### config.mk
export PLATFORM = sky130hd
export DESIGN_NAME = bcat_front_flat
export DESIGN_NICKNAME = d
export VERILOG_FILES = /design/src/hw/rtl/bcat_pkg.sv /design/src/hw/rtl/bcat_if.sv /design/src/hw/rtl/bcat_front.sv /design/src/flat_wrapper.sv
export SDC_FILE = /design/constraint.sdc
export NUM_CORES = 1
export LEC_CHECK = 0
export BUFFER_PORTS_ARGS = -buffer_cell sky130_fd_sc_hd__buf_4
export CORE_UTILIZATION = 45
export CTS_CLUSTER_DIAMETER = 40
export DETAILED_ROUTE_END_ITERATION = 10
export PLACE_DENSITY = 0.76
export SYNTH_ARGS = -nofsm -noshare
export SYNTH_HDL_FRONTEND = slang
export SYNTH_SLANG_ARGS = --single-unit
### constraint.sdc
create_clock -name clk -period 14 [get_ports clk]
set_clock_uncertainty 0.2 [all_clocks]
set_input_delay 2.1 -clock clk [delete_from_list [all_inputs] [get_ports clk]]
set_output_delay 2.1 -clock clk [all_outputs]
set_load 0.01 [all_outputs]
### src/hw/rtl/bcat_pkg.sv
// package for the block cyclic address translator
// shared widths, status codes, kind codes and the front-to-back queue entry
`timescale 1ns / 1ps
`default_nettype none
package bcat_pkg;
	localparam int TABLE_ROWS_DEF      = 1024;
	localparam int MAX_RANKS_DEF       = 1024;
	localparam int LOCAL_ADDR_BITS_DEF = 48;

	localparam int OFFSET_W  = 64;
	localparam int ID_W      = 32;
	localparam int BSIZE_W   = 32;
	localparam int MAPBASE_W = 48;
	localparam int STATUS_W  = 3;
	localparam int OWNER_W   = 10;
	localparam int LOCAL_W   = 48;
	localparam int NRANKS_W  = 11;
	localparam int MYRANK_W  = 10;
	localparam int CFG_IDX_W = 1;
	localparam int CFG_DAT_W = 11;

	localparam logic [CFG_IDX_W-1:0] REG_NUM_RANKS = 1'd0;
	localparam logic [CFG_IDX_W-1:0] REG_MY_RANK   = 1'd1;

	localparam logic KIND_TRANSLATE = 1'b0;
	localparam logic KIND_MAP       = 1'b1;

	localparam logic [STATUS_W-1:0] ST_OK        = 3'd0;
	localparam logic [STATUS_W-1:0] ST_NOT_OWNED = 3'd1;
	localparam logic [STATUS_W-1:0] ST_UNMAPPED  = 3'd2;
	localparam logic [STATUS_W-1:0] ST_ZERO_SIZE = 3'd3;
	localparam logic [STATUS_W-1:0] ST_RANGE     = 3'd4;

	// classified item handed from the front to the back
	typedef struct packed {
		logic                 is_map;
		logic                 zero_size;
		logic                 owned;
		logic                 in_range;
		logic [OWNER_W-1:0]   owner;
		logic [ID_W-1:0]      block;
		logic [31:0]          row;
		logic [BSIZE_W-1:0]   rem;
		logic [MAPBASE_W-1:0] map_base;
	} work_t;
endpackage
`default_nettype wire

### src/hw/rtl/bcat_if.sv
// valid/ready channel interfaces for the translator
// depends on bcat_pkg for field widths
`timescale 1ns / 1ps
`default_nettype none
interface bcat_req_if;
	logic                           valid;
	logic                           ready;
	logic                           kind;
	logic [bcat_pkg::OFFSET_W-1:0]  offset;
	logic [bcat_pkg::ID_W-1:0]      base_id;
	logic [bcat_pkg::BSIZE_W-1:0]   blk_size;
	logic [bcat_pkg::MAPBASE_W-1:0] map_base;
	modport source (output valid, kind, offset, base_id, blk_size, map_base, input ready);
	modport sink (input valid, kind, offset, base_id, blk_size, map_base, output ready);
endinterface

`default_nettype wire

### src/hw/rtl/bcat_front.sv
// front: accepts items and classifies them with a radix-2 iterative divider
// 64/32 division for block id, then 32/11 division by the rank count; uses bcat_pkg
`timescale 1ns / 1ps
`default_nettype none
module bcat_front #(
	parameter int TABLE_ROWS = bcat_pkg::TABLE_ROWS_DEF,
	parameter int MAX_RANKS  = bcat_pkg::MAX_RANKS_DEF
) (
	input  wire logic                          clk,
	input  wire logic                          arst_n,
	bcat_req_if.sink                           req,
	input  wire logic [bcat_pkg::NRANKS_W-1:0] num_ranks,
	input  wire logic [bcat_pkg::MYRANK_W-1:0] my_rank,
	output logic                               wr_valid,
	input  wire logic                          wr_ready,
	output bcat_pkg::work_t                    wr_data
);
	localparam logic [1:0] S_IDLE = 2'd0;
	localparam logic [1:0] S_DIV1 = 2'd1;
	localparam logic [1:0] S_DIV2 = 2'd2;
	localparam logic [1:0] S_DONE = 2'd3;

	logic [1:0]  state_q;
	logic [6:0]  cnt_q;
	logic [63:0] quo_q;
	logic [32:0] rem_q;
	logic [31:0] dsr_q;
	logic [31:0] base_q;
	logic [31:0] rem1_q;
	logic [31:0] block_q;
	logic        is_map_q;
	logic        zero_q;
	logic [bcat_pkg::MAPBASE_W-1:0] map_q;

	logic [32:0] trial;
	logic [31:0] ranks;
	logic [31:0] block_w;

	always_comb begin
		ranks = {21'd0, num_ranks};
		if (num_ranks == '0) ranks = 32'd1;
		if ({21'd0, num_ranks} > 32'(MAX_RANKS)) ranks = 32'(MAX_RANKS);
	end

	assign trial   = {rem_q[31:0], quo_q[63]} - {1'b0, dsr_q};
	// block id: base id plus the first quotient, completed with its last bit
	assign block_w = base_q + {quo_q[30:0], ~trial[32]};
	assign req.ready = (state_q == S_IDLE);

	always_ff @(posedge clk or negedge arst_n) begin
		if (!arst_n) begin
			state_q <= S_IDLE;
			cnt_q   <= '0;
		end else begin
			unique case (state_q)
				S_IDLE: if (req.valid) begin
					state_q <= (req.blk_size == '0) ? S_DONE : S_DIV1;
					cnt_q   <= 7'd64;
				end
				S_DIV1: begin
					cnt_q <= cnt_q - 7'd1;
					if (cnt_q == 7'd1) begin
						state_q <= S_DIV2;
						cnt_q   <= 7'd32;
					end
				end
				S_DIV2: begin
					cnt_q <= cnt_q - 7'd1;
					if (cnt_q == 7'd1) state_q <= S_DONE;
				end
				S_DONE: if (wr_ready) state_q <= S_IDLE;
				default: state_q <= S_IDLE;
			endcase
		end
	end

	// shared restoring divider: dividend shifts through quo_q, remainder in rem_q
	always_ff @(posedge clk) begin
		unique case (state_q)
			S_IDLE: if (req.valid) begin
				quo_q    <= req.offset;
				rem_q    <= '0;
				dsr_q    <= req.blk_size;
				base_q   <= req.base_id;
				is_map_q <= req.kind;
				zero_q   <= (req.blk_size == '0);
				map_q    <= req.map_base;
			end
			S_DIV1, S_DIV2: begin
				if (state_q == S_DIV1 && cnt_q == 7'd1) begin
					// first quotient complete: start block / ranks
					rem1_q  <= trial[32] ? {rem_q[30:0], quo_q[63]} : trial[31:0];
					block_q <= block_w;
					quo_q   <= {block_w, 32'd0};
					rem_q   <= '0;
					dsr_q   <= ranks;
				end else if (!trial[32]) begin
					rem_q <= trial;
					quo_q <= {quo_q[62:0], 1'b1};
				end else begin
					rem_q <= {rem_q[31:0], quo_q[63]};
					quo_q <= {quo_q[62:0], 1'b0};
				end
			end
			default: ;
		endcase
	end

	assign wr_valid = (state_q == S_DONE);
	always_comb begin
		wr_data           = '0;
		wr_data.is_map    = is_map_q;
		wr_data.zero_size = zero_q;
		wr_data.map_base  = map_q;
		if (!zero_q) begin
			wr_data.block    = block_q;
			wr_data.owner    = rem_q[bcat_pkg::OWNER_W-1:0];
			wr_data.owned    = (rem_q == {23'd0, my_rank});
			// second quotient ends up in the low half after 32 shifts
			wr_data.row      = quo_q[31:0];
			wr_data.in_range = ({32'd0, quo_q[31:0]} < 64'(TABLE_ROWS));
			wr_data.rem      = rem1_q;
		end
	end
endmodule
`default_nettype wire

### src/flat_wrapper.sv
// flat-port wrapper written by rule: the top's interface ports become plain ports
module bcat_front_flat 
#(
	parameter int TABLE_ROWS = bcat_pkg::TABLE_ROWS_DEF,
	parameter int MAX_RANKS  = bcat_pkg::MAX_RANKS_DEF
)
  (clk, arst_n, num_ranks, my_rank, wr_valid, wr_ready, wr_data, req_valid, req_kind, req_offset, req_base_id, req_blk_size, req_map_base, req_ready);
  bcat_req_if req_i ();
  input  wire logic clk;
  input  wire logic arst_n;
  input  wire logic [bcat_pkg::NRANKS_W-1:0] num_ranks;
  input  wire logic [bcat_pkg::MYRANK_W-1:0] my_rank;
  output logic wr_valid;
  input  wire logic wr_ready;
  output bcat_pkg::work_t wr_data;
  input wire logic [$bits(req_i.valid)-1:0] req_valid;
  input wire logic [$bits(req_i.kind)-1:0] req_kind;
  input wire logic [$bits(req_i.offset)-1:0] req_offset;
  input wire logic [$bits(req_i.base_id)-1:0] req_base_id;
  input wire logic [$bits(req_i.blk_size)-1:0] req_blk_size;
  input wire logic [$bits(req_i.map_base)-1:0] req_map_base;
  output wire logic [$bits(req_i.ready)-1:0] req_ready;
  assign req_i.valid = req_valid;
  assign req_i.kind = req_kind;
  assign req_i.offset = req_offset;
  assign req_i.base_id = req_base_id;
  assign req_i.blk_size = req_blk_size;
  assign req_i.map_base = req_map_base;
  assign req_ready = req_i.ready;
  bcat_front #(.TABLE_ROWS(TABLE_ROWS), .MAX_RANKS(MAX_RANKS)) u_core (.clk(clk), .arst_n(arst_n), .req(req_i), .num_ranks(num_ranks), .my_rank(my_rank), .wr_valid(wr_valid), .wr_ready(wr_ready), .wr_data(wr_data));
endmodule
### Word level (Yosys, flattened, before mapping)

Cells that the tools add are included.

| cells by class | value |
|---|---|
| add/sub/neg operators | 3 |
| magnitude comparators | 2 |
| equal/unequal tests | 10 |
| mux-type cells | 24 |
| bitwise gates (word level) | 1 |
| reductions and logical operators | 13 |

Operators by type and width:

| cell | count |
|---|---|
| $mux 32 | 4 |
| $mux 64 | 2 |
| $pmux 64 s2 | 1 |
| $mux 108 | 1 |
| $mux 33 | 3 |
| $pmux 33 s2 | 1 |
| $pmux 32 s2 | 1 |
| $eq 33x10->1 | 1 |
| $sub 33x32->33 | 1 |
| $add 32x32->32 | 1 |
| $logic_not 32->1 | 1 |
| $lt 32x11->1 const B | 1 |
| $pmux 7 s3 | 1 |
| $mux 7 | 2 |
| $gt 11x11->1 const B | 1 |
| $logic_not 11->1 | 1 |
| $mux 11 | 1 |
| $mux 2 | 5 |
| $ne 2x1->1 const B | 4 |
| $pmux 2 s4 | 1 |
| $reduce_and 2->1 | 4 |
| $eq 7x1->1 const B | 1 |
| $sub 7x1->7 const B | 1 |
| $eq 2x2->1 const B | 2 |
| 11 further kinds | 11 |

| storage, ports and cells | value |
|---|---|
| bits in registers | 284 |
| bits of input ports | 202 |
| output and inout port bits | 160 |
| logic and storage cells | 64 |

### Longest topological paths before layout

| logic depth | value |
|---|---|
| depth after elaboration | 5 |
| depth in mapped cells | 21 |
| depth with buffers taken out | 19 |

### Worst setup path before layout

OpenSTA, ideal clock, no wires.

| timing path | value |
|---|---|
| kind | input to register |
| from | in req_valid |
| to | reg u_core.cnt_q[2] |
| setup time | 122 ps |
| arrival | 7144 ps |
| required time | 13678 ps |
| path slack | 6534 ps |
| cell stages on the path | 5 |
| path buffers | 0 |
| cells stage by stage | and2_1 nor2_1 inv_1 o21ai_0 a22o_1 |

| between the ends | value |
|---|---|
| longest elaborated chain between the ends | 2 |

Ends and longest elaborated chain:

| element | line | text |
|---|---|---|
| start, declared | flat_wrapper.sv:16 | `input wire logic [$bits(req_i.valid)-1:0] req_valid;` |
| $ne 2x2->1 (no source line) | n/a |  |
| $reduce_and 2->1 (no source line) | n/a |  |
| end signal, assigned | bcat_front.sv:61 | `cnt_q <= cnt_q - 7'd1;` |
| end signal, assigned | bcat_front.sv:68 | `cnt_q <= cnt_q - 7'd1;` |
| end, declared | bcat_front.sv:24 | `logic [6:0] cnt_q;` |

No other way between the ends.
A chain may end at the register's enable or synchronous reset.

### Worst setup path after layout

| timing path | value |
|---|---|
| from | reg u_core.dsr_q[0] |
| to | reg u_core.quo_q[56], data pin |

| between the ends | value |
|---|---|
| longest elaborated chain between the ends | 5 |

Ends and longest elaborated chain:

| element | line | text |
|---|---|---|
| start, declared | bcat_front.sv:27 | `logic [31:0] dsr_q;` |
| start signal, assigned | bcat_front.sv:83 | `dsr_q <= req.blk_size;` |
| start signal, assigned | bcat_front.sv:96 | `dsr_q <= ranks;` |
| $sub 33x32->33 | bcat_front.sv:45 | `assign trial = {rem_q[31:0], quo_q[63]} - {1'b0, dsr_q};` |
| $not 1->1 | bcat_front.sv:47 | `assign block_w = base_q + {quo_q[30:0], ~trial[32]};` |
| $add 32x32->32 | bcat_front.sv:47 |  |
| $mux 64 | bcat_front.sv:90 | `if (state_q == S_DIV1 && cnt_q == 7'd1) begin` |
| $pmux 64 s2 | bcat_front.sv:79 | `unique case (state_q)` |
| end signal, assigned | bcat_front.sv:81 | `quo_q <= req.offset;` |
| end signal, assigned | bcat_front.sv:94 | `quo_q <= {block_w, 32'd0};` |
| end signal, assigned | bcat_front.sv:99 | `quo_q <= {quo_q[62:0], 1'b1};` |
| end, declared | bcat_front.sv:25 | `logic [63:0] quo_q;` |

No other way between the ends.

==> qor.txt <==
Status = completed
Drt first-iter violations = 1182
Max-Cap Viols = 0
Slowest-stage cell, CP = inv_2
Worst-path cell chain = ha_1, fa_1, nand2b_1, a21o_1, a211o_1, a211oi_1, o211ai_2, buf_4, inv_2, ha_1, fa_1, a211oi_1, o21ai_0, a21oi_1, o311ai_1, a31oi_1, o21ai_1, mux2i_1, a211o_1
Row count = 67
Critical path's top delay family = compound AO/OA/AOI/OAI gates
Multi-input logic area = 0.00660 mm²
Final worst setup slack = 7.90 ns
Resized cells post-CTS = 0
RSZ-0062 raised after global routing = no
Leak = 0.00807 µW
GRT overflow = 0
Cell count after synthesis = 1397
Initial Utilization = 46.1%
IO Count = 362
#FFs+latches synth = 284
Clk slew on worst S/H paths = 0.06 ns
Worst Path Buf+Inv = 2
Clock Sinks = 284
Max Fclk = 164 MHz
Primary FF master, synth = edfxtp_1
Clock share of power = 53.6%
Die area = 0.0353 mm²
DP Wirelength = 31800 µm
Final wirelength = 43800 µm
Setup TNS Final = 0 ns
Most area-consuming cells after synthesis = edfxtp_1 53%, ha_1 5.5%, nor2b_1 5.2%
Critical Path Stages = 19
Root buffer cell = clkbuf_16
Critical path endpoint category = register
Pre-CTS setup slack = 7.95 ns
Overall global routing resource usage = 24.5%
Post-CTS Setup Bufs = 0
WHS Path Cells = 1
Final Cycle Share = 43.6%
Core region area = 0.0338 mm²
Setup CP Type = register to register
DRT Pass-1 Iters = 7
Fillcell total = 2708
CTS Buf Count = 41
Routed vias = 12.4k
Crit start category = register
Fin. max-slew vios = 0
Post-synth net total = 1670
Yosys top cell area share = 53.1%
Crit path required time = 14.07 ns
Comb pwr share = 3.1%
Placer Congestion = 0.942
H-tree Lvls = 2
Power, Total = 2140 µW
Post-Route M1 WL = 17300 µm
Routed len/inst = 19.7 µm
CTS tree = yes
Flop pwr share = 43.3%
Critical Path AT = 6.18 ns
CP Max Fanout = 32
Nets = 2016
Highest routed layer = met4
Syn_area_per_cell = 11.1 µm²
Final ANT Viol Nets = 0
Clk buf depth = 3
Pint = 1710 µW
R2R setup slack = 7.90 ns
Skew-Pair Late Insertion Delay = 0.54 ns
Layout cells sized above 1 = 27.0%
Post-synth ARST share = 3.17%
Cts hold-fix bufs = 0
Synth area leader = edfxtp_1
Area Growth Syn to Fin = 29.7%
Pwr Density = 106 mW/mm²
Hold Slack = 0.309 ns
Met2 WL = 22000 µm
PortBufs = 361
Tightest Pin Transition = 1.20 ns
EDFF count, synth = 275
Maximum vdd ir drop = 0.000103 V
Finished Layout Cells = 2224
R2R cell count = 19
Clock period minus worst slack = 6.10 ns
First-pass GRT wire length = 67500 µm
Synth warn = 0
Routed wl met3 = 3260 µm
Area occupied by registers = 0.00848 mm²
Mapped cell area = 0.0156 mm²
DIE WIDTH = 188 µm
Worst stage delay on the critical path = 0.61 ns
Hold Vio Cnt, Final = 0
Die H = 188 µm
Routed vias/inst = 5.55
Net Sw Power = 428 µW
Synth cell types = 67
Dpl cells = 2148
Vias in the first global route = 12.3k
Register area share after synthesis = 54.5%
Relative slew margins = 20.2%
Switch share = 20.0%
Final setup viols = 0
# DRC = 0
Min-Delay Path Class = register to register
Largest net degree at the start of global routing = 98
Initial antenna violation count = 1
==> logic make-up after synthesis <==
kind of cell | Yosys count | synth area share, %
DFF | 284 | 54.5
and+or+nand+nor | 509 | 16.7
buffers and inverters | 123 | 3.20
AOI/OAI and AO/OA | 320 | 13.9
muxes | 28 | 2.32
adders and majority gates | 72 | 5.87
xor gates and xnor gates | 61 | 3.43
==> layer usage <==
| metal | global-route usage, % | up-vias |
|---|---|---|
| met5 | 0 | - |
| met4 | 8.19 | 0 |
| li1 | - | 5862 |
| met2 | 43.2 | 516 |
| met1 | 29.4 | 5901 |
| met3 | 5.45 | 75 |
==> registers in the layout, summed over array words and instances, names as in the netlist, 2 cells and up <==
| register | count |
|---|---|
| u_core.quo_q | 64 |
| u_core.base_q | 32 |
| u_core.rem_q | 33 |
| u_core.rem1_q | 32 |
| u_core.dsr_q | 32 |
| u_core.map_q | 48 |
| u_core.cnt_q | 7 |
| u_core.block_q | 32 |
| u_core.state_q | 2 |
==> final cells by class <==
class,count,share of cell area (%)
multi-input cells,990,32.7
clock inverters,29,2.21
flip-flops and latches,284,42.0
repair buffers,373,13.9
well taps,448,2.78
clock buffers,46,5.39
inverters,53,0.998
diodes,1,0.0124
==> power groups by stage <==
stage	Sequential [µW]	Combinational, µW	Clock (µW)
floorplan	944	14.2	0
global placement	944	64.7	0
detailed placement	944	65.7	0
CTS	927	66.1	1160
global route	926	70.3	1190
finish	927	65.5	1150
==> per-stage QoR <==
step	cell area, µm²	util [%]
final	20200	59.7
after CTS	20200	59.7
after global placement	18600	55.2
after global routing	20200	59.7
after detailed placement	18600	55.2
after floorplan	15600	-
==> cell usage in the layout, fill, tap and decap left out, types with 16 or more instances in the layout <==
cell type	count
nor3_1	20
and2_1	34
xnor2_1	45
a21oi_1	79
nor4_1	26
clkbuf_16	43
nor2_1	68
ha_1	68
o21ai_0	45
a31oi_1	29
o2bb2ai_1	43
nand2_1	143
xor2_1	16
nand3_1	25
nor2b_1	130
buf_4	373
a21o_1	32
inv_1	49
edfxtp_1	275
nand4_1	20
==> final timing paths <==
path / from / endpoint
setup reg to reg: u_core.dsr_q[0] / u_core.quo_q[56]
max in group asynchronous: arst_n / u_core.cnt_q[5]
setup / recovery: u_core.dsr_q[0] / u_core.quo_q[56]
hold reg to reg: u_core.cnt_q[4] / u_core.cnt_q[4]
hold / removal: u_core.cnt_q[4] / u_core.cnt_q[4]
min in group asynchronous: arst_n / u_core.state_q[1]
==> cells in the mapped netlist (6+ instances only) <==
cell,count
a21oi_1,80
mux2_4,15
inv_1,52
a21o_1,32
o211ai_1,6
o21bai_1,8
ha_1,69
nor4_1,26
nand4_1,20
o21ai_0,45
nor2b_1,130
nand3_1,25
xor2_1,16
dfrtp_1,9
nand2_1,143
a211oi_1,10
nor3_1,20
a31oi_1,29
nor2_1,69
a22o_1,6
nand2b_1,13
xnor2_1,45
and2_1,36
edfxtp_1,275
and3_1,11
clkbuf_1,56
mux2i_1,9
a211o_1,9
o2bb2ai_1,43
or3_1,9
o21a_1,6
(Power assumes the default switching activity.)
