**src/hw/rtl/bcat_pkg.sv**
```systemverilog
// package for the block cyclic address translator
// shared widths, status codes, kind codes and the front-to-back queue entry
`timescale 1ns / 1ps
`default_nettype none
package bcat_pkg;
	localparam int TABLE_ROWS_DEF      = 1024;
	localparam int MAX_RANKS_DEF       = 1024;
	localparam int LOCAL_ADDR_BITS_DEF = 48;

	localparam int OFFSET_W  = 64;
	localparam int ID_W      = 32;
	localparam int BSIZE_W   = 32;
	localparam int MAPBASE_W = 48;
	localparam int STATUS_W  = 3;
	localparam int OWNER_W   = 10;
	localparam int LOCAL_W   = 48;
	localparam int NRANKS_W  = 11;
	localparam int MYRANK_W  = 10;
	localparam int CFG_IDX_W = 1;
	localparam int CFG_DAT_W = 11;

	localparam logic [CFG_IDX_W-1:0] REG_NUM_RANKS = 1'd0;
	localparam logic [CFG_IDX_W-1:0] REG_MY_RANK   = 1'd1;

	localparam logic KIND_TRANSLATE = 1'b0;
	localparam logic KIND_MAP       = 1'b1;

	localparam logic [STATUS_W-1:0] ST_OK        = 3'd0;
	localparam logic [STATUS_W-1:0] ST_NOT_OWNED = 3'd1;
	localparam logic [STATUS_W-1:0] ST_UNMAPPED  = 3'd2;
	localparam logic [STATUS_W-1:0] ST_ZERO_SIZE = 3'd3;
	localparam logic [STATUS_W-1:0] ST_RANGE     = 3'd4;

	// classified item handed from the front to the back
	typedef struct packed {
		logic                 is_map;
		logic                 zero_size;
		logic                 owned;
		logic                 in_range;
		logic [OWNER_W-1:0]   owner;
		logic [ID_W-1:0]      block;
		logic [31:0]          row;
		logic [BSIZE_W-1:0]   rem;
		logic [MAPBASE_W-1:0] map_base;
	} work_t;
endpackage
`default_nettype wire

```
**src/hw/rtl/bcat_queue.sv**
```systemverilog
// two-entry queue between front and back
// depends on bcat_pkg for the entry type
`timescale 1ns / 1ps
`default_nettype none
module bcat_queue (
	input  wire logic      clk,
	input  wire logic      arst_n,
	input  wire logic      wr_valid,
	output logic           wr_ready,
	input  bcat_pkg::work_t wr_data,
	output logic           rd_valid,
	input  wire logic      rd_ready,
	output bcat_pkg::work_t rd_data
);
	bcat_pkg::work_t mem_q [2];
	logic       wp_q, rp_q;
	logic [1:0] cnt_q;
	logic       push, pop;

	assign wr_ready = (cnt_q != 2'd2);
	assign rd_valid = (cnt_q != 2'd0);
	assign push     = wr_valid && wr_ready;
	assign pop      = rd_valid && rd_ready;
	assign rd_data  = mem_q[rp_q];

	always_ff @(posedge clk or negedge arst_n) begin
		if (!arst_n) begin
			wp_q  <= 1'b0;
			rp_q  <= 1'b0;
			cnt_q <= '0;
		end else begin
			if (push) wp_q <= ~wp_q;
			if (pop) rp_q <= ~rp_q;
			cnt_q <= cnt_q + {1'b0, push} - {1'b0, pop};
		end
	end

	always_ff @(posedge clk) begin
		if (push) mem_q[wp_q] <= wr_data;
	end
endmodule
`default_nettype wire

```
**config.mk**
```make
export PLATFORM = sky130hd
export DESIGN_NAME = bcat_queue
export DESIGN_NICKNAME = d
export VERILOG_FILES = /design/src/hw/rtl/bcat_pkg.sv /design/src/hw/rtl/bcat_queue.sv
export SDC_FILE = /design/constraint.sdc
export NUM_CORES = 1
export LEC_CHECK = 0
export BUFFER_PORTS_ARGS = -buffer_cell sky130_fd_sc_hd__buf_2
export CORE_ASPECT_RATIO = 1.5
export CORE_UTILIZATION = 45
export DETAILED_ROUTE_END_ITERATION = 10
export PLACE_DENSITY = 0.7
export SYNTH_ARGS = -nofsm -noshare
export SYNTH_HDL_FRONTEND = slang
export SYNTH_SLANG_ARGS = --single-unit
export TNS_END_PERCENT = 5
```
**constraint.sdc**
```tcl
create_clock -name clk -period 9.39 [get_ports clk]
set_clock_uncertainty 0.1 [all_clocks]
set_input_delay 0.4695 -clock clk [delete_from_list [all_inputs] [get_ports clk]]
set_output_delay 0.4695 -clock clk [all_outputs]
set_load 0.005 [all_outputs]
```
* Yosys cells after proc, flatten, opt, wreduce, memory -nomap -nowiden
Memories as Yosys holds them, arrays and structs flattened. Index checks and enable logic that the tools add are counted.
Cells by class: add/sub/neg operators 2, equal/unequal tests 1, mux-type cells 2, bitwise logic cells 2, reduce and logical (&&, ||, !) cells 3
Operators with widths (count):
- $add 2x1->2 | 1
- $logic_and 1x1->1 | 2
- $mux 1 | 2
- $ne 2x2->1 const B | 1
- $not 1->1 | 2
- $reduce_bool 2->1 | 1
- $sub 2x1->2 | 1
Word-level totals: register bits 4, memory bits (writable) 316, input port bits 162, output and inout bits 160, word-level logic and storage cells 14, memories kept 1
Memory list:
- mem_q | words 2, bits a word 158, read ports 1, clocked after memory_dff 0, wr ports 1, line bcat_queue.sv:15 | bcat_pkg::work_t mem_q [2];

* Depth between registers and ports, before layout
Gate-level depths: netlist of the first run.
word-level depth 4, gate-level depth with buffers 7, gate-level depth less buffers 7

* Worst setup path before layout of the first run
OpenSTA, ideal clock, no wires.
path type reg2reg, start register cnt_q[1], end memory mem_q[0][0] in the netlist's numbering (enable), library setup time 678 ps, arrival 7171 ps, data required time 8612 ps, path slack 1441 ps, cell stages (with the launch flop) 4, buffers on the path 0, clock period less this slack 7949 ps, cell sequence dfrtp_1 nand2b_1 nand2_1 nor2_1
Between the ends: word-level cells in the longest chain between the ends 4
RTL lines:
- start: declaration | line bcat_queue.sv:17 | logic [1:0] cnt_q;
- start signal: assignment | line bcat_queue.sv:34 | cnt_q <= cnt_q + {1'b0, push} - {1'b0, pop};
- $ne 2x2->1 | line bcat_queue.sv:20 | assign wr_ready = (cnt_q != 2'd2);
- via wr_ready | line bcat_queue.sv:9 | output logic wr_ready,
- $logic_and 1x1->1 | line bcat_queue.sv:22 | assign push = wr_valid && wr_ready;
- $mux 1 | line bcat_queue.sv:39 | if (push) mem_q[wp_q] <= wr_data;
- $mux 1 (implied by the code) | line bcat_queue.sv:39
- end: declaration | line bcat_queue.sv:15
The timed path passes the listed nets, and every way through them passes these cells.

==> results_dict.tcl, run 1 <==
set metrics [dict create \
    outcome "finished, final reports clean" \
    clock-sinks 320 \
    syn_nets 673 \
    synth.area.top_cells "edfxtp_1 79%, mux2_4 13%, mux2_2 5.3%" \
    place.gp.congestion 0.737 \
    placed_area_um2 13900 \
    postCtsHoldBufs 94 \
    place_inst 1152 \
    fin_nets 1108 \
    arrival_ns 3.12 \
    met2_length_um 13100 \
    met3_length_um 1370 \
    drv_slew 0 \
    setup-violations-final 0 \
    worst_pin_slew_ns 1.06 \
    end_kind "output port" \
    mostFrequentLayoutCell "buf_2" \
    clkSlewWorstSetupHoldPaths_ns 0.07 \
    layout_common_cells "321 x buf_2, 316 x edfxtp_1, 101 x mux2_4" \
    syn_avg_cell_area_um2 23.6 \
    clkLatencyLatePin_ns 0.55 \
    timing.critical_path.buf_inv 2 \
    final_cell_area_um2 15800 \
    wirelength_um 24200 \
    relSlewSlack_pct 29.4 \
    p_per_area_nw_per_um2 290 \
    maxCapViolCount 0 \
    vias 6273 \
    period_share_pct 39.3 \
    dieHeight_um 202 \
    critPathKind "reg -> out" \
    numCtsBuffers 29 \
    path_cells "buf_4, mux2_2, buf_2" \
    ctsResizeCount 0 \
    cp_top_family "buffers and inverters" \
    detail-route-antenna-nets 0 \
    cts_root_buffer "clkbuf_16" \
    ios 322 \
    setup_tns_ns 0 \
    h-tree-depth 1 \
    wl_met1_um 8780 \
    viasPerCell 4.82 \
    top_layer_used "met5" \
    port_buffers 321 \
    synth_seq_area_share_pct 79.8 \
    grt_start_max_net_pins 74 \
    critPathMaxStageDelay_ns 0.99 \
    grt_first_pass_wirelength_um 36100 \
    grt_pass1_vias 6798 \
    synth_cell_types 16 \
    rsz0062_at_grt "false" \
    final_cell_count_no_fill 1302 \
    hold_viol 0 \
    dp_slack_ns 6.23 \
    cts_buffer_depth 3 \
    post_cts.repair.setup_buffers 0 \
    start_util_pct 46.2 \
    worst_slack_ns 5.70 \
    synth_top_area_share_pct 78.9 \
    drtIter0Drc 298 \
    dr.pass1.iters 5 \
    fmax_mhz 271 \
    synth_area_um2 12000 \
    hp-class "in -> reg" \
    avgRoutedWirePerCell_um 18.6 \
    whs_ns 0.0210 \
    power_mw 4.60 \
    tritoncts "built" \
    num_rows 72 \
    fp.coreArea_um2 26000 \
    syn_inst 509 \
    area_delta_synth_final_pct 31.8 \
    dpl.hpwl_um 15400 \
    yosysTopAreaCell "edfxtp_1" \
    overflow 0 \
    peakVddDrop_v 0.000250 \
    final_core_util_pct 60.8 \
    cp-start-kind "flop" \
    path_max_fanout 61 \
    track_usage_pct 17.5 \
    critPathRequiredTime_ns 8.82 \
    synth-seq-cells 320 \
    antenna_found_initial 5 \
    p_leak_nw 6.23 \
    yosysWarnings 0 \
    critPathSlowestCell "dfrtp_4" \
    fin_crit_ns 3.69 \
    drive_gt1_share_pct 55.3 \
    die_area_um2 27400 \
    die_x_um 135 \
    drcViolationCount 0 \
]
==> cell usage after synthesis <==
master    instances
mux2_4          101
xnor2_1           3
ha_1              2
buf_6            14
xor2_1            1
nand2_1           1
nor2_1            1
and2_1            1
and3_1            1
inv_1             1
mux2_2           57
dfrtp_1           4
nand2b_1          1
or2_2             1
buf_2             4
edfxtp_1        316
==> cells by family (layout without fill, tap and decap cells) <==
kind of cell / Yosys count / count (layout) / synth area share (%)
other cells: 0 / 4 / 0
fa+ha+maj: 2 / 2 / 0.208
flops: 320 / 320 / 79.8
buf+inv: 19 / 475 / 1.51
mux: 158 / 158 / 18.0
xor+xnor: 4 / 4 / 0.291
simple gates: 6 / 6 / 0.271
==> final timing paths <==
| kind | startpoint | end | slack [ns] | cells after the start |
|---|---|---|---|---|
| max | rp_q$_DFFE_PN0P_ | rd_data[32] | 5.70 | 3 |
| min | wr_data[142] | mem_q[0][142]$_DFFE_PP_ | 0.02 | 1 |
| max reg2reg | cnt_q[1]$_DFF_PN0_ | mem_q[0][121]$_DFFE_PP_ | 6.84 | 5 |
| min reg2reg | cnt_q[0]$_DFF_PN0_ | cnt_q[0]$_DFF_PN0_ | 0.45 | 1 |
| max in group asynchronous | arst_n | rp_q$_DFFE_PN0P_ | 8.89 | 2 |
| min in group asynchronous | arst_n | cnt_q[0]$_DFF_PN0_ | 0.16 | 2 |
==> worst register-to-register path, cell delays in order (launching register included) <==
cell      delay, ns
dfrtp_1        0.41
nand2b_1       0.13
nand2_1        0.15
nor2_4         0.11
buf_4          0.49
buf_4          0.77
==> area by class of cell <==
| cell class | instances | area [um^2] |
|---|---|---|
| diodes | 4 | 10.0 |
| clock buffers | 33 | 741 |
| multi-input cells | 170 | 2260 |
| flip-flops and latches | 320 | 9590 |
| fillers | 1913 | 10200 |
| well taps | 333 | 417 |
| inverters | 1 | 3.75 |
| repair buffers | 422 | 2600 |
| clock inverters | 19 | 211 |
==> routing by layer <==
| metal | vias to the layer above | track usage, % |
|---|---|---|
| met2 | 233 | 32.3 |
| met4 | 2 | 8.75 |
| met5 | - | 0 |
| met1 | 3078 | 18.8 |
| li1 | 2903 | - |
| met3 | 57 | 3.21 |
==> sequential cells by signal, indices dropped and copies added, names as in the netlist <==
register and flops:
wp_q 1, rp_q 1, cnt_q 2, mem_q 316
==> power breakdown <==
part           internal [mW]  switching, mW  leakage [nW]
clock network          0.678          0.501         0.466
registers               1.96          0.128          2.98
logic                  0.727          0.611          2.79
Note: power is estimated with default switching activity, not from simulation.
==> run 2, diff against run 1 <==
- clock period: 9.39 -> 3.4 ns (I/O delays scaled with it)
==> run 2 against run 1 <==
  * Setup slack worse by 5.0 ns
  * Total power grew to 2.7 times the previous value
  * Routed wire length is 1.3% higher
  * Count of clock-buffer cells in the layout is 9 higher
  * Critical endpoint is now rd_data[128]
  * Die area stayed put
  * Critical path type unchanged
==> results_dict.tcl, run 2 (synthesized netlist as in run 1, its figures left out) <==
set metrics [dict create \
    grt_pass1_vias 7068 \
    period_share_pct 78.0 \
    drcViolationCount 0 \
    antenna_found_initial 4 \
    p_leak_nw 6.52 \
    track_usage_pct 17.8 \
    drv_slew 0 \
    multiInputGateArea_um2 2270 \
    start_util_pct 46.2 \
    dr.pass1.iters 4 \
    h-tree-depth 1 \
    ff_latch_area_um2 9590 \
    layout_common_cells "321 x buf_2, 316 x edfxtp_1, 162 x dlygate4sd3_1" \
    viasPerCell 4.79 \
    fmax_mhz 377 \
    cts_buffer_depth 3 \
    drtIter0Drc 240 \
    worstReg2RegStart "cnt_q[1]$_DFF_PN0_" \
    drive_gt1_share_pct 51.5 \
    place_inst 1155 \
    area_delta_synth_final_pct 37.7 \
    dpl.hpwl_um 15400 \
    place.gp.congestion 0.740 \
    maxCapViolCount 0 \
    numCtsBuffers 29 \
    grt_use_met1_pct 18.1 \
    tritoncts "built" \
    hp-start "wr_data[154]" \
    outcome "finished, final reports clean" \
    rr_endpoint "cnt_q[1]$_DFF_PN0_" \
    met3_usage_pct 3.46 \
    fill_cells 1823 \
    ios 322 \
    rrSetupSlack_ns 1.54 \
    dieHeight_um 202 \
    fin_nets 1179 \
    critPathRequiredTime_ns 3.13 \
    clock-sinks 320 \
    clkSlewWorstSetupHoldPaths_ns 0.07 \
    reg_top3 "mem_q (316), cnt_q (2)" \
    arrival_ns 2.38 \
    largest_reg_flops 316 \
    detail-route-antenna-nets 0 \
    final_cell_count_no_fill 1368 \
    peakVddDrop_v 0.000445 \
    clkLatencyLatePin_ns 0.55 \
    avgRoutedWirePerCell_um 18.0 \
    die_x_um 135 \
    vias 6546 \
    end_kind "output port" \
    die_area_um2 27400 \
    wirelength_um 24600 \
    critPathKind "reg -> out" \
    reg2regPathDepth 7 \
    holdPathStages 2 \
    ctsResizeCount 0 \
    grt_first_pass_wirelength_um 36800 \
    overflow 0 \
    gr-usage-met2_pct 34.1 \
    holdPathEnd "mem_q[1][154]$_DFFE_PP_" \
    setup-violations-final 0 \
    regMostFlops "mem_q" \
    busiest_layer "met2" \
    mostFrequentLayoutCell "buf_2" \
    grt_start_max_net_pins 81 \
    cts_root_buffer "clkbuf_16" \
    fin_crit_ns 2.65 \
    cp-start-kind "flop" \
    p_per_area_nw_per_um2 763 \
    worst_pin_slew_ns 0.727 \
    fp.coreArea_um2 26000 \
    whs_ns 0.240 \
    hp-class "in -> reg" \
    hold_viol 0 \
    path_max_fanout 37 \
    port_buffers 321 \
    num_rows 72 \
    rsz0062_at_grt "false" \
    relSlewSlack_pct 51.5 \
]
==> run 2: area by class of cell <==
class | count | area share [%]
antenna | 3 | 0.0454
clock buffer | 42 | 4.92
clock inverter | 6 | 0.355
inverter | 1 | 0.0227
multi-input combinational | 170 | 13.7
sequential | 320 | 58.0
tap | 333 | 2.52
timing repair buffer | 493 | 20.5
==> run 2: worst max-delay path, stage by stage, from the launching register on <==
cell     delay, ns
dfrtp_4       0.88
buf_4         0.44
mux2_4        0.33
buf_2         0.12
==> run 2: worst max path at each step <==
stage          cells past startpoint  slack, ns               endpoint                from
4_1_cts                            3       0.69           rd_data[128]    rp_q$_DFFE_PN0P_
3_3_place_gp                       3       1.33           rd_data[130]    rp_q$_DFFE_PN0P_
6_report                           3       0.75           rd_data[128]    rp_q$_DFFE_PN0P_
3_5_place_dp                       3       1.29           rd_data[128]    rp_q$_DFFE_PN0P_
5_1_grt                            3       0.63           rd_data[105]    rp_q$_DFFE_PN0P_
2_1_floorplan                      3      -0.09  mem_q[0][0]$_DFFE_PP_  cnt_q[1]$_DFF_PN0_
==> run 2: layer usage <==
metal	up-vias	share of wire, %	routed length (um)
li1	3036	-	-
met1	3218	36	8720
met2	233	55	13600
met3	57	5.4	1340
met4	2	3.8	942
met5	-	0.041	10
==> run 2: per-stage QoR <==
stage	setup WS [ns]	util, %	TNS [ns]	total power [mW]	area [um^2]
after floorplan	-0.0858	-	-13.55	8.18	12000
after global placement	1.33	54.0	0	9.51	14000
after detailed placement	1.29	54.0	0	9.58	14000
after CTS	0.691	63.5	0	12.8	16500
after global routing	0.629	63.6	0	13.2	16600
final	0.748	63.6	0	12.6	16600
==> run 2: power by group <==
group | internal [mW] | switching (mW)
logic | 2.14 | 1.74
clock network | 1.72 | 1.31
registers | 5.39 | 0.329
==> run 2: timing repair <==
action	4_1_cts	5_1_grt
hold buffers	162	0
hold endpoints to repair	322	0
buffers inserted	0	0
==> run 3, diff against run 2 <==
- PLACE_DENSITY: 0.7 -> 0.73
- clock period: 3.4 -> 2.2 ns (I/O delays scaled with it)
==> run 3 against run 2 <==
  * Register-to-register slack got worse by 1.2 ns
  * Setup slack got worse by 0.71 ns
  * Global-route usage increased by 0.11 points
  * Count of clock-buffer cells in the layout decreased by 4
==> results_dict.tcl, run 3 (synthesized netlist as in run 1, its figures left out) <==
set metrics [dict create \
    clock-sinks 320 \
    end_kind "output port" \
    holdPathStages 2 \
    avgRoutedWirePerCell_um 18.1 \
    p_leak_nw 6.56 \
    die_x_um 135 \
    fin_crit_ns 2.16 \
    placed_area_um2 14000 \
    worstReg2RegStart "cnt_q[1]$_DFF_PN0_" \
    port_buffers 321 \
    clkSlewWorstSetupHoldPaths_ns 0.07 \
    viasPerCell 4.80 \
    drtIter0Drc 226 \
    h-tree-depth 1 \
    fin_nets 1183 \
    fp.coreArea_um2 26000 \
    area_delta_synth_final_pct 38.2 \
    power.switching_mw 5.30 \
    combPwrFrac_pct 32.2 \
    critPathMaxStageDelay_ns 0.50 \
    clkLatencyLatePin_ns 0.54 \
    maxCapViolCount 0 \
    dr.pass1.iters 4 \
    antenna_found_initial 1 \
    p_int_mw 14.4 \
    largest_reg_flops 316 \
    rsz0062_at_grt "true" \
    reg_top3 "mem_q (316), cnt_q (2)" \
    vias 6585 \
    drv_slew 0 \
    drcViolationCount 0 \
    hold_viol 0 \
    p_per_area_nw_per_um2 1190 \
    cts_buffer_depth 3 \
    timing.critical_path.buf_inv 2 \
    period_share_pct 98.2 \
    cp-start-kind "flop" \
    critPathSlowestCell "dfrtp_4" \
    p_sw_share_pct 26.9 \
    grt_pass1_vias 7292 \
    hp-class "in -> reg" \
    critPathKind "reg -> out" \
    grt_start_max_net_pins 87 \
    rr_endpoint "cnt_q[1]$_DFF_PN0_" \
    critPathRequiredTime_ns 1.99 \
    clock_power_share_pct 23.8 \
    worst_pin_slew_ns 0.534 \
    dieHeight_um 202 \
    path_max_fanout 27 \
    rrSetupSlack_ns 0.31 \
    seq_power_share_pct 44.0 \
    cp_top_family "buffers and inverters" \
    wirelength_um 24800 \
    cts_root_buffer "clkbuf_16" \
    drive_gt1_share_pct 51.5 \
    track_usage_pct 17.9 \
    peakVddDrop_v 0.000806 \
    dpl.hpwl_um 15100 \
    path_cells "bufbuf_16, mux2_2, buf_2" \
    numCtsBuffers 29 \
    hp-start "wr_data[143]" \
    grt_first_pass_wirelength_um 37300 \
    layout_common_cells "321 x buf_2, 316 x edfxtp_1, 162 x dlygate4sd3_1" \
    relSlewSlack_pct 64.4 \
    overflow 0 \
    final_cell_area_um2 16600 \
    regMostFlops "mem_q" \
    arrival_ns 1.95 \
    ios 322 \
    num_rows 72 \
    detail-route-antenna-nets 0 \
    place.gp.congestion 0.722 \
    power_mw 19.7 \
    outcome "finished, final reports clean" \
    holdPathEnd "mem_q[1][143]$_DFFE_PP_" \
    start_util_pct 46.2 \
    fmax_mhz 463 \
    fill_cells 1776 \
    setup-violations-final 0 \
    tritoncts "built" \
    reg2regPathDepth 7 \
    die_area_um2 27400 \
    mostFrequentLayoutCell "buf_2" \
]
[run 3: worst register-to-register path, stage by stage, from the launching register on]
cell	delay (ns)
dfrtp_1	0.40
or2_2	0.31
and2_1	0.19
ha_1	0.28
inv_1	0.03
ha_1	0.18
xnor2_1	0.17
xnor2_1	0.14
[run 3: what timing repair did]
item	CTS	global route
hold buffers	162	0
hold endpoints to repair	323	0
cloned	1	0
resized for setup	3	1
pin swaps	0	0
setup buffers	3	0
endpoints found under the setup margin	140	21
[run 3: final cells by class]
cell class | instances | area, um^2 | area share, %
flip-flops and latches | 320 | 9590 | 57.7
inverters | 1 | 3.75 | 0.0226
clock buffers | 38 | 759 | 4.57
multi-input cells | 170 | 2270 | 13.6
repair buffers | 497 | 3470 | 20.9
clock inverters | 11 | 104 | 0.625
well taps | 333 | 417 | 2.51
diodes | 1 | 2.50 | 0.0151
[run 3: worst max-delay path by stage]
stage                                   from               endpoint  slack [ns]  cells past startpoint
after floorplan           cnt_q[1]$_DFF_PN0_  mem_q[0][0]$_DFFE_PP_       -1.29                      3
after global placement    cnt_q[1]$_DFF_PN0_     cnt_q[1]$_DFF_PN0_        0.37                      7
after detailed placement  cnt_q[1]$_DFF_PN0_     cnt_q[1]$_DFF_PN0_        0.32                      7
after CTS                   rp_q$_DFFE_PN0P_            rd_data[17]       0.009                      3
after global routing        rp_q$_DFFE_PN0P_           rd_data[154]       -0.04                      3
final                       rp_q$_DFFE_PN0P_           rd_data[154]        0.04                      3
[run 3: power by group through the flow]
stage	combinational, mW	clock (mW)	sequential, mW
2_1_floorplan	3.87	0	8.77
3_3_place_gp	5.93	0	8.76
3_5_place_dp	5.94	0	8.85
4_1_cts	6.42	4.79	8.69
5_1_grt	6.79	5.01	8.80
6_report	6.34	4.69	8.68
[run 3: per-stage QoR]
step           hold WS, ns  worst slack [ns]  TNS, ns  std cells  util, %
2_1_floorplan       -0.286             -1.29  -335.30        509        -
3_3_place_gp        -0.175             0.374        0       1155     54.0
3_5_place_dp        -0.177             0.325        0       1155     54.0
4_1_cts              0.156           0.00944        0       1370     63.8
5_1_grt              0.176           -0.0411   -0.186       1371     63.8
6_report             0.192            0.0402        0       1371     63.8
[run 3: routing by layer]
| layer | GRT usage, % | wire length [um] | up-vias |
|---|---|---|---|
| met3 | 3.74 | 1530 | 66 |
| met5 | 0 | 0 | - |
| li1 | - | - | 3042 |
| met4 | 8.75 | 1050 | 0 |
| met2 | 34.6 | 13800 | 272 |
| met1 | 17.7 | 8440 | 3205 |
